--- config.mk ---
export PLATFORM = sky130hd
export DESIGN_NAME = krt_ctrl_flat
export DESIGN_NICKNAME = d
export VERILOG_FILES = /design/src/rtl/krt_pkg.sv /design/src/rtl/krt_ifs.sv /design/src/rtl/krt_ctrl.sv /design/src/flat_wrapper.sv
export SDC_FILE = /design/constraint.sdc
export NUM_CORES = 1
export LEC_CHECK = 0
export ABC_AREA = 1
export ABC_CLOCK_PERIOD_IN_PS = 21100
export BUFFER_PORTS_ARGS = -buffer_cell sky130_fd_sc_hd__buf_2
export CAP_MARGIN = 20
export CORE_AREA = 2 2 624 626
export DETAILED_ROUTE_END_ITERATION = 16
export DIE_AREA = 0 0 626 628
export HOLD_SLACK_MARGIN = 0.03
export MAX_ROUTING_LAYER = met4
export SETUP_SLACK_MARGIN = 0.5
export SLEW_MARGIN = 20
export SYNTH_ARGS = -nofsm -noshare
export SYNTH_HDL_FRONTEND = slang
export SYNTH_SLANG_ARGS = --single-unit
--- constraint.sdc ---
create_clock -name i_clk -period 21.1 [get_ports i_clk]
set_clock_uncertainty 0.2 [all_clocks]
set_input_delay 0 -clock i_clk [delete_from_list [all_inputs] [get_ports i_clk]]
set_output_delay 0 -clock i_clk [all_outputs]
set_load 0.05 [all_outputs]
--- src/rtl/krt_pkg.sv ---
// ---------------------------------------------------------------------------
// krt_pkg
// Types and codes shared by the keyed ring table modules.
// ---------------------------------------------------------------------------
package krt_pkg;

    typedef enum logic {
        OP_UPSERT = 1'b0,
        OP_FIND   = 1'b1
    } t_opcode;

    typedef enum logic [2:0] {
        ST_MISS     = 3'd0,
        ST_HIT      = 3'd1,
        ST_REPLACED = 3'd2,
        ST_APPENDED = 3'd3,
        ST_EVICTED  = 3'd4
    } t_status;

    // Identity key of one record
    typedef struct packed {
        logic [63:0] time_volume;
        logic [63:0] target_pulses;
        logic [63:0] reject_dur_mode_res;
        logic [7:0]  preset;
    } t_key;

    // Payload of one record
    typedef struct packed {
        logic [31:0] rate_bits;
        logic [31:0] scheme_id;
        logic [31:0] scheme_revision;
        logic [31:0] startup_pulses;
        logic [31:0] startup_volume;
        logic [31:0] stable_rate;
    } t_payload;

endpackage

--- src/rtl/krt_ifs.sv ---
// ---------------------------------------------------------------------------
// Keyed ring table channels
// Request and response channels with valid/ready handshake.
// ---------------------------------------------------------------------------
interface krt_req_if import krt_pkg::*; ();
    logic        valid;
    logic        ready;
    t_opcode     opcode;
    logic [63:0] in_time_volume;
    logic [63:0] in_target_pulses;
    logic [63:0] in_reject_dur_mode_res;
    logic [7:0]  in_preset;
    logic [31:0] in_rate_bits;
    logic [31:0] in_scheme_id;
    logic [31:0] in_scheme_revision;
    logic [31:0] in_startup_pulses;
    logic [31:0] in_startup_volume;
    logic [31:0] in_stable_rate;

    modport source (
        output valid, opcode, in_time_volume, in_target_pulses, in_reject_dur_mode_res,
               in_preset, in_rate_bits, in_scheme_id, in_scheme_revision,
               in_startup_pulses, in_startup_volume, in_stable_rate,
        input  ready
    );
    modport sink (
        input  valid, opcode, in_time_volume, in_target_pulses, in_reject_dur_mode_res,
               in_preset, in_rate_bits, in_scheme_id, in_scheme_revision,
               in_startup_pulses, in_startup_volume, in_stable_rate,
        output ready
    );
endinterface

interface krt_rsp_if import krt_pkg::*; #(parameter int DEPTH = 64) ();
    localparam int CW = $clog2(DEPTH + 1);

    logic          valid;
    logic          ready;
    t_status       status;
    logic [CW-1:0] entry_count;
    logic [63:0]   out_time_volume;
    logic [63:0]   out_target_pulses;
    logic [63:0]   out_reject_dur_mode_res;
    logic [7:0]    out_preset;
    logic [31:0]   out_rate_bits;
    logic [31:0]   out_scheme_id;
    logic [31:0]   out_scheme_revision;
    logic [31:0]   out_startup_pulses;
    logic [31:0]   out_startup_volume;
    logic [31:0]   out_stable_rate;

    modport source (
        output valid, status, entry_count, out_time_volume, out_target_pulses,
               out_reject_dur_mode_res, out_preset, out_rate_bits, out_scheme_id,
               out_scheme_revision, out_startup_pulses, out_startup_volume,
               out_stable_rate,
        input  ready
    );
    modport sink (
        input  valid, status, entry_count, out_time_volume, out_target_pulses,
               out_reject_dur_mode_res, out_preset, out_rate_bits, out_scheme_id,
               out_scheme_revision, out_startup_pulses, out_startup_volume,
               out_stable_rate,
        output ready
    );
endinterface

--- src/rtl/krt_ctrl.sv ---
// ---------------------------------------------------------------------------
// krt_ctrl
// Search sequencer: walks the ring newest to oldest, then commits the result.
// ---------------------------------------------------------------------------
module krt_ctrl import krt_pkg::*; #(
    parameter int DEPTH = 64,
    parameter int AW    = 6,
    parameter int CW    = 7
) (
    input  logic          i_clk,
    input  logic          i_rst_n,
    krt_req_if.sink       i_req,
    krt_rsp_if.source     o_rsp,
    output logic          o_rd_en,
    output logic [AW-1:0] o_rd_addr,
    input  t_key          i_rd_key,
    input  t_payload      i_rd_pay,
    output logic          o_wr_en,
    output logic [AW-1:0] o_wr_addr,
    output t_key          o_wr_key,
    output t_payload      o_wr_pay
);

    typedef enum logic [1:0] {
        S_IDLE,
        S_SEARCH,
        S_DONE
    } t_state;

    function automatic logic [AW-1:0] slot_dec(input logic [AW-1:0] s);
        return (s == '0) ? AW'(DEPTH - 1) : s - AW'(1);
    endfunction

    function automatic logic [AW-1:0] slot_inc(input logic [AW-1:0] s);
        return (s == AW'(DEPTH - 1)) ? '0 : s + AW'(1);
    endfunction

    t_state        r_state;
    logic [AW-1:0] r_tail;
    logic [CW-1:0] r_count;
    logic [CW-1:0] r_left;
    logic [AW-1:0] r_rd_slot;
    logic          r_cmp_vld;
    logic [AW-1:0] r_cmp_slot;
    t_opcode       r_op;
    t_key          r_key;
    t_payload      r_pay;
    logic          r_hit;
    logic [AW-1:0] r_hit_slot;
    t_key          r_found_key;
    t_payload      r_found_pay;

    logic          r_out_vld;
    t_status       r_out_status;
    logic [CW-1:0] r_out_count;
    t_key          r_out_key;
    t_payload      r_out_pay;

    logic          w_full;
    logic          w_hit;
    logic          w_finish;
    logic          w_commit;
    t_status       n_status;
    logic [CW-1:0] n_count;

    assign w_full   = (r_count == CW'(DEPTH));
    assign w_hit    = (r_state == S_SEARCH) && r_cmp_vld && (i_rd_key == r_key);
    assign w_finish = w_hit || (r_left == '0);
    assign w_commit = (r_state == S_DONE) && (!r_out_vld || o_rsp.ready);

    always_comb begin
        n_count = r_count;
        if (r_op == OP_FIND) begin
            n_status = r_hit ? ST_HIT : ST_MISS;
        end else if (r_hit) begin
            n_status = ST_REPLACED;
        end else if (w_full) begin
            n_status = ST_EVICTED;
        end else begin
            n_status = ST_APPENDED;
            n_count  = r_count + CW'(1);
        end
    end

    assign o_rd_en   = (r_state == S_SEARCH) && (r_left != '0);
    assign o_rd_addr = r_rd_slot;

    // When full the tail sits on the oldest slot, so an append evicts it
    assign o_wr_en   = w_commit && (r_op == OP_UPSERT);
    assign o_wr_addr = r_hit ? r_hit_slot : r_tail;
    assign o_wr_key  = r_key;
    assign o_wr_pay  = r_pay;

    assign i_req.ready = (r_state == S_IDLE);

    assign o_rsp.valid                   = r_out_vld;
    assign o_rsp.status                  = r_out_status;
    assign o_rsp.entry_count             = r_out_count;
    assign o_rsp.out_time_volume         = r_out_key.time_volume;
    assign o_rsp.out_target_pulses       = r_out_key.target_pulses;
    assign o_rsp.out_reject_dur_mode_res = r_out_key.reject_dur_mode_res;
    assign o_rsp.out_preset              = r_out_key.preset;
    assign o_rsp.out_rate_bits           = r_out_pay.rate_bits;
    assign o_rsp.out_scheme_id           = r_out_pay.scheme_id;
    assign o_rsp.out_scheme_revision     = r_out_pay.scheme_revision;
    assign o_rsp.out_startup_pulses      = r_out_pay.startup_pulses;
    assign o_rsp.out_startup_volume      = r_out_pay.startup_volume;
    assign o_rsp.out_stable_rate         = r_out_pay.stable_rate;

    always_ff @(posedge i_clk) begin
        if (!i_rst_n) begin
            r_state   <= S_IDLE;
            r_tail    <= '0;
            r_count   <= '0;
            r_cmp_vld <= 1'b0;
            r_out_vld <= 1'b0;
        end else begin
            if (w_commit) begin
                r_out_vld <= 1'b1;
            end else if (r_out_vld && o_rsp.ready) begin
                r_out_vld <= 1'b0;
            end
            case (r_state)
                S_IDLE: begin
                    if (i_req.valid) begin
                        r_op      <= i_req.opcode;
                        r_key     <= '{i_req.in_time_volume, i_req.in_target_pulses,
                                       i_req.in_reject_dur_mode_res, i_req.in_preset};
                        r_pay     <= '{i_req.in_rate_bits, i_req.in_scheme_id,
                                       i_req.in_scheme_revision, i_req.in_startup_pulses,
                                       i_req.in_startup_volume, i_req.in_stable_rate};
                        r_rd_slot <= slot_dec(r_tail);
                        r_left    <= r_count;
                        r_cmp_vld <= 1'b0;
                        r_state   <= S_SEARCH;
                    end
                end
                S_SEARCH: begin
                    // Issue the next read while comparing the previous one
                    if (r_left != '0) begin
                        r_rd_slot  <= slot_dec(r_rd_slot);
                        r_left     <= r_left - CW'(1);
                        r_cmp_slot <= r_rd_slot;
                        r_cmp_vld  <= 1'b1;
                    end else begin
                        r_cmp_vld  <= 1'b0;
                    end
                    if (w_finish) begin
                        r_hit       <= w_hit;
                        r_hit_slot  <= r_cmp_slot;
                        r_found_key <= w_hit ? i_rd_key : '0;
                        r_found_pay <= w_hit ? i_rd_pay : '0;
                        r_state     <= S_DONE;
                    end
                end
                S_DONE: begin
                    // Hold until the output register is free
                    if (w_commit) begin
                        r_out_status <= n_status;
                        r_out_count  <= n_count;
                        r_out_key    <= (r_op == OP_FIND) ? r_found_key : '0;
                        r_out_pay    <= (r_op == OP_FIND) ? r_found_pay : '0;
                        r_count      <= n_count;
                        if (r_op == OP_UPSERT && !r_hit) begin
                            r_tail <= slot_inc(r_tail);
                        end
                        r_state <= S_IDLE;
                    end
                end
                default: begin
                    r_state <= S_IDLE;
                end
            endcase
        end
    end

endmodule

--- src/flat_wrapper.sv ---
// flat-port wrapper written by rule: the top's interface ports become plain ports
module krt_ctrl_flat import krt_pkg::*;
#(
    parameter int DEPTH = 64,
    parameter int AW    = 6,
    parameter int CW    = 7
)
  (i_clk, i_rst_n, o_rd_en, o_rd_addr, i_rd_key, i_rd_pay, o_wr_en, o_wr_addr, o_wr_key, o_wr_pay, i_req_valid, i_req_opcode, i_req_in_time_volume, i_req_in_target_pulses, i_req_in_reject_dur_mode_res, i_req_in_preset, i_req_in_rate_bits, i_req_in_scheme_id, i_req_in_scheme_revision, i_req_in_startup_pulses, i_req_in_startup_volume, i_req_in_stable_rate, i_req_ready, o_rsp_valid, o_rsp_status, o_rsp_entry_count, o_rsp_out_time_volume, o_rsp_out_target_pulses, o_rsp_out_reject_dur_mode_res, o_rsp_out_preset, o_rsp_out_rate_bits, o_rsp_out_scheme_id, o_rsp_out_scheme_revision, o_rsp_out_startup_pulses, o_rsp_out_startup_volume, o_rsp_out_stable_rate, o_rsp_ready);
  krt_req_if i_req_i ();
  krt_rsp_if #(.DEPTH(DEPTH)) o_rsp_i ();
  input  logic i_clk;
  input  logic i_rst_n;
  output logic o_rd_en;
  output logic [AW-1:0] o_rd_addr;
  input  t_key i_rd_key;
  input  t_payload i_rd_pay;
  output logic o_wr_en;
  output logic [AW-1:0] o_wr_addr;
  output t_key o_wr_key;
  output t_payload o_wr_pay;
  input wire logic [$bits(i_req_i.valid)-1:0] i_req_valid;
  input wire logic [$bits(i_req_i.opcode)-1:0] i_req_opcode;
  input wire logic [$bits(i_req_i.in_time_volume)-1:0] i_req_in_time_volume;
  input wire logic [$bits(i_req_i.in_target_pulses)-1:0] i_req_in_target_pulses;
  input wire logic [$bits(i_req_i.in_reject_dur_mode_res)-1:0] i_req_in_reject_dur_mode_res;
  input wire logic [$bits(i_req_i.in_preset)-1:0] i_req_in_preset;
  input wire logic [$bits(i_req_i.in_rate_bits)-1:0] i_req_in_rate_bits;
  input wire logic [$bits(i_req_i.in_scheme_id)-1:0] i_req_in_scheme_id;
  input wire logic [$bits(i_req_i.in_scheme_revision)-1:0] i_req_in_scheme_revision;
  input wire logic [$bits(i_req_i.in_startup_pulses)-1:0] i_req_in_startup_pulses;
  input wire logic [$bits(i_req_i.in_startup_volume)-1:0] i_req_in_startup_volume;
  input wire logic [$bits(i_req_i.in_stable_rate)-1:0] i_req_in_stable_rate;
  output wire logic [$bits(i_req_i.ready)-1:0] i_req_ready;
  output wire logic [$bits(o_rsp_i.valid)-1:0] o_rsp_valid;
  output wire logic [$bits(o_rsp_i.status)-1:0] o_rsp_status;
  output wire logic [$bits(o_rsp_i.entry_count)-1:0] o_rsp_entry_count;
  output wire logic [$bits(o_rsp_i.out_time_volume)-1:0] o_rsp_out_time_volume;
  output wire logic [$bits(o_rsp_i.out_target_pulses)-1:0] o_rsp_out_target_pulses;
  output wire logic [$bits(o_rsp_i.out_reject_dur_mode_res)-1:0] o_rsp_out_reject_dur_mode_res;
  output wire logic [$bits(o_rsp_i.out_preset)-1:0] o_rsp_out_preset;
  output wire logic [$bits(o_rsp_i.out_rate_bits)-1:0] o_rsp_out_rate_bits;
  output wire logic [$bits(o_rsp_i.out_scheme_id)-1:0] o_rsp_out_scheme_id;
  output wire logic [$bits(o_rsp_i.out_scheme_revision)-1:0] o_rsp_out_scheme_revision;
  output wire logic [$bits(o_rsp_i.out_startup_pulses)-1:0] o_rsp_out_startup_pulses;
  output wire logic [$bits(o_rsp_i.out_startup_volume)-1:0] o_rsp_out_startup_volume;
  output wire logic [$bits(o_rsp_i.out_stable_rate)-1:0] o_rsp_out_stable_rate;
  input wire logic [$bits(o_rsp_i.ready)-1:0] o_rsp_ready;
  assign i_req_i.valid = i_req_valid;
  assign i_req_i.opcode = i_req_opcode;
  assign i_req_i.in_time_volume = i_req_in_time_volume;
  assign i_req_i.in_target_pulses = i_req_in_target_pulses;
  assign i_req_i.in_reject_dur_mode_res = i_req_in_reject_dur_mode_res;
  assign i_req_i.in_preset = i_req_in_preset;
  assign i_req_i.in_rate_bits = i_req_in_rate_bits;
  assign i_req_i.in_scheme_id = i_req_in_scheme_id;
  assign i_req_i.in_scheme_revision = i_req_in_scheme_revision;
  assign i_req_i.in_startup_pulses = i_req_in_startup_pulses;
  assign i_req_i.in_startup_volume = i_req_in_startup_volume;
  assign i_req_i.in_stable_rate = i_req_in_stable_rate;
  assign i_req_ready = i_req_i.ready;
  assign o_rsp_valid = o_rsp_i.valid;
  assign o_rsp_status = o_rsp_i.status;
  assign o_rsp_entry_count = o_rsp_i.entry_count;
  assign o_rsp_out_time_volume = o_rsp_i.out_time_volume;
  assign o_rsp_out_target_pulses = o_rsp_i.out_target_pulses;
  assign o_rsp_out_reject_dur_mode_res = o_rsp_i.out_reject_dur_mode_res;
  assign o_rsp_out_preset = o_rsp_i.out_preset;
  assign o_rsp_out_rate_bits = o_rsp_i.out_rate_bits;
  assign o_rsp_out_scheme_id = o_rsp_i.out_scheme_id;
  assign o_rsp_out_scheme_revision = o_rsp_i.out_scheme_revision;
  assign o_rsp_out_startup_pulses = o_rsp_i.out_startup_pulses;
  assign o_rsp_out_startup_volume = o_rsp_i.out_startup_volume;
  assign o_rsp_out_stable_rate = o_rsp_i.out_stable_rate;
  assign o_rsp_i.ready = o_rsp_ready;
  krt_ctrl #(.DEPTH(DEPTH), .AW(AW), .CW(CW)) u_core (.i_clk(i_clk), .i_rst_n(i_rst_n), .i_req(i_req_i), .o_rsp(o_rsp_i), .o_rd_en(o_rd_en), .o_rd_addr(o_rd_addr), .i_rd_key(i_rd_key), .i_rd_pay(i_rd_pay), .o_wr_en(o_wr_en), .o_wr_addr(o_wr_addr), .o_wr_key(o_wr_key), .o_wr_pay(o_wr_pay));
endmodule
==> results.md <==
* RePlAce Congestion at 1.06
* Crit path top cell by count: nand2_1
* Hpwl dp at 262000 µm
* Final setup violation count at 0
* Power per cell area at 75.7 nW/µm²
* Seq/Total Area, Yosys at 0.774
* Resize count post-CTS at 0
* Largest net degree at the start of global routing at 110
* Setup TNS at 0 ns
* Die height at 628 µm
* Max layer used: met4
* Status: completed
* Worst-path clk slew at 0.06 ns
* Worst Hold Endpoint: u_core.r_found_pay[49]$_SDFFCE_PN0P_
* CTS Buf Count at 165
* Reg2Reg Setup Slack at 14.61 ns
* 1st-pass router iterations at 5
* Via count at 41700
* Area of the die at 393000 µm²
* Multi-input logic area at 6670 µm²
* Layout cell share with drive strength beyond 1 at 0.262
* Pleak at 36.4 nW
* Final hold vios at 0
* Metal3 WL at 26800 µm
* TritonCTS clock tree: done
* Fill count at 41700
* Total routing usage reported by global routing at 0.164
* Root buf cell: clkbuf_16
* Fin Hold WS at 0.0791 ns
* Count of pins over their slew limit at 0
* FF/Latch Area at 36800 µm²
* Layout area overhead at 74.8%
* Synth area leaders: edfxtp_1 77%, inv_1 7.4%, nand2_1 6.7%
* Total Wirelength at 325000 µm
* Share of Yosys cell area claimed by the top area cell type at 0.767
* Post-Synthesis Cells at 3834
* Crit-path slowest cell: buf_4
* Number of global-route vias before repair at 42000
* Worst reg2reg path depth at 15
* Port bufs at 1598
* Hold path depth at 4
* Avg Inst Size Synth at 12.4 µm²
* Setup slack at placement at 14.31 ns
* Synth cell types at 32
* Critical Path, Cell by Cell: nand2_1 -> nand2_1 -> nor2_2 -> nand2_1 -> nor2_1 -> nand2_1 -> nor2_1 -> nand2_1 -> nor2_1 -> nand2_8 -> nand2_1 -> nand2_1 -> inv_8 -> buf_4 -> buf_4
* Crit-path leading delay family: simple AND/OR/NAND/NOR gates
* Clock Path Buffers at 4
* Total congestion overflow at 0
* Mapped Area at 47500 µm²
* TritonCTS sink count at 1230
* Final #Nets at 7920
* Syn. warnings at 0
* CP Max Fanout at 83
* RSZ-0062 raised after global routing: no
* Row count at 229
* Core area at 387000 µm²
* Antenna Violating Nets Remaining at 0
* Maxcap violations at 0
* Post-Syn Nets at 4632
* Worst EP arrival at 6.76 ns
* CP endpoint kind: flip-flop
* Synthesized flop and latch total at 1230
* Initial DRC count at 3433
* DRC at 0
* Commonest non-fill, non-tap cells in the layout: 1598 x buf_2, 1568 x dlygate4sd3_1, 1213 x edfxtp_1
* Worst skew pair latency at 0.92 ns
* Hold Crit Class: primary input to flip-flop
* H-tree levels at 4
* Critical path class: flip-flop to flip-flop
* Critical path depth at 15
* Startpoint Class: flip-flop
* R2R Path Start: u_core.o_wr_key[97]$_DFFE_PP_
* Worst path required time at 21.37 ns
* Final critical-path required period at 6.49 ns
* Yosys top cell by area: edfxtp_1
* Initial antenna violation count at 115
* Avg Vias per Cell at 3.33
* Die width at 626 µm
* Met2 wire len at 167000 µm
* Peak VDD IR at 61.0 µV
* Critical Path Max Stage Delay at 0.90 ns
* M1 WL at 106000 µm
* Routed len/inst at 25.9 µm
* Reg-to-Reg End: u_core.r_found_key[87]$_SDFFCE_PN0P_
* Least-Margin Pin Slew at 1.07 ns
* Initial Utilization at 0.123
* Final worst slack at 14.61 ns
* Slew HR at 0.289
* First-pass GRT wire length at 412000 µm
* Hold path start: i_rd_pay[49]
* Max Freq at 154 MHz
* Buffers plus inverters on the worst setup path at 3
* Crit share post-route at 0.307
* Boundary Pins at 1599
* Commonest non-fill, non-tap cell in the layout: buf_2
[cell families (layout without fill, tap and decap cells)]
| family | count (synthesis) | in the layout | share of synthesized area |
|---|---|---|---|
| fa+ha+maj | 9 | 9 | 0.00237 |
| buf+inv | 1028 | 4448 | 0.0873 |
| other cells | 0 | 69 | 0 |
| xor+xnor | 86 | 86 | 0.0159 |
| flops | 1230 | 1230 | 0.774 |
| compound gates | 70 | 70 | 0.00793 |
| mux | 1 | 1 | 0.000211 |
| simple gates | 1410 | 1410 | 0.113 |
[per-stage QoR]
| stage | instances | power, mW | area, µm² | utilization |
|---|---|---|---|---|
| CTS | 12500 | 6.39 | 82900 | 0.214 |
| finish | 12500 | 6.29 | 83100 | 0.215 |
| detailed placement | 10600 | 3.24 | 61900 | 0.160 |
| floorplan | 3834 | 3.00 | 47500 | - |
| global placement | 10600 | 3.24 | 61700 | 0.160 |
| global route | 12500 | 6.51 | 83000 | 0.215 |
[sequential cells by signal, summed over array words and instances, names as in the netlist, 7 cells and up]
signal                                flops
u_core.o_rsp.entry_count                  7
u_core.o_rsp.out_preset                   8
u_core.o_rsp.out_rate_bits               32
u_core.o_rsp.out_reject_dur_mode_res     64
u_core.o_rsp.out_scheme_id               32
u_core.o_rsp.out_scheme_revision         32
u_core.o_rsp.out_stable_rate             32
u_core.o_rsp.out_startup_pulses          32
u_core.o_rsp.out_startup_volume          32
u_core.o_rsp.out_target_pulses           64
u_core.o_rsp.out_time_volume             64
u_core.o_wr_key                         200
u_core.o_wr_pay                         192
u_core.r_count                            7
u_core.r_found_key                      200
u_core.r_found_pay                      192
u_core.r_left                             7
[cells in the mapped netlist, drive strengths merged]
cell	instances
edfxtp	1213
inv	937
nand2	843
nor2	538
xnor2	51
clkbuf	48
o21ai	47
buf	43
xor2	35
dfxtp	17
nand3	15
a21oi	11
ha	9
nor3	6
a31oi	4
nand4	4
a22oi	3
a211oi	2
a2111oi	1
mux2i	1
nand3b	1
nor2b	1
nor4	1
o211ai	1
o31ai	1
or2	1
[routing by layer]
layer	track usage	vias up
li1	-	18700
met1	0.156	20300
met2	0.292	2106
met3	0.0468	614
met4	0.101	0
met5	-	-
[layout make-up]
type                    count  area share
flip-flops and latches   1230       0.443
repair buffers           3212       0.290
multi-input cells        1576      0.0803
well taps                5197      0.0783
clock buffers             191      0.0509
inverters                 937      0.0424
clock inverters           108      0.0129
diodes                     69     0.00208
[how the worst max path moves through the flow]
stage / startpoint / endpoint / slack (ns)
final: u_core.o_wr_key[97]$_DFFE_PP_ / u_core.r_found_key[87]$_SDFFCE_PN0P_ / 14.61
after global routing: u_core.o_wr_key[97]$_DFFE_PP_ / u_core.r_found_key[87]$_SDFFCE_PN0P_ / 14.16
after CTS: u_core.o_wr_key[97]$_DFFE_PP_ / u_core.r_found_key[87]$_SDFFCE_PN0P_ / 14.27
after detailed placement: u_core.o_wr_key[97]$_DFFE_PP_ / u_core.r_found_key[185]$_SDFFCE_PN0P_ / 14.31
after global placement: u_core.o_wr_key[133]$_DFFE_PP_ / u_core.r_found_key[169]$_SDFFCE_PN0P_ / 13.64
after floorplan: u_core.o_rsp.valid$_SDFFE_PN0P_ / u_core.o_rsp.entry_count[0]$_DFFE_PP_ / 2.05
[power by group]
group | total [mW] | internal (mW) | switching, mW
logic | 0.697 | 0.297 | 0.399
clock network | 2.86 | 1.59 | 1.26
registers | 2.73 | 2.71 | 0.0248
total | 6.29 | 4.60 | 1.69
[worst register-to-register path: cells and delay by family, from the launching register on]
family	cells	cell delay, ns
buffers and inverters	3	2.20
flip-flops	1	0.47
AND/OR/NAND/NOR	12	3.10
[what timing repair did]
action	CTS	global route
hold buffers	1568	0
buffers inserted	0	0
hold endpoints to repair	862	0
Note: power is estimated with default switching activity, not from simulation.
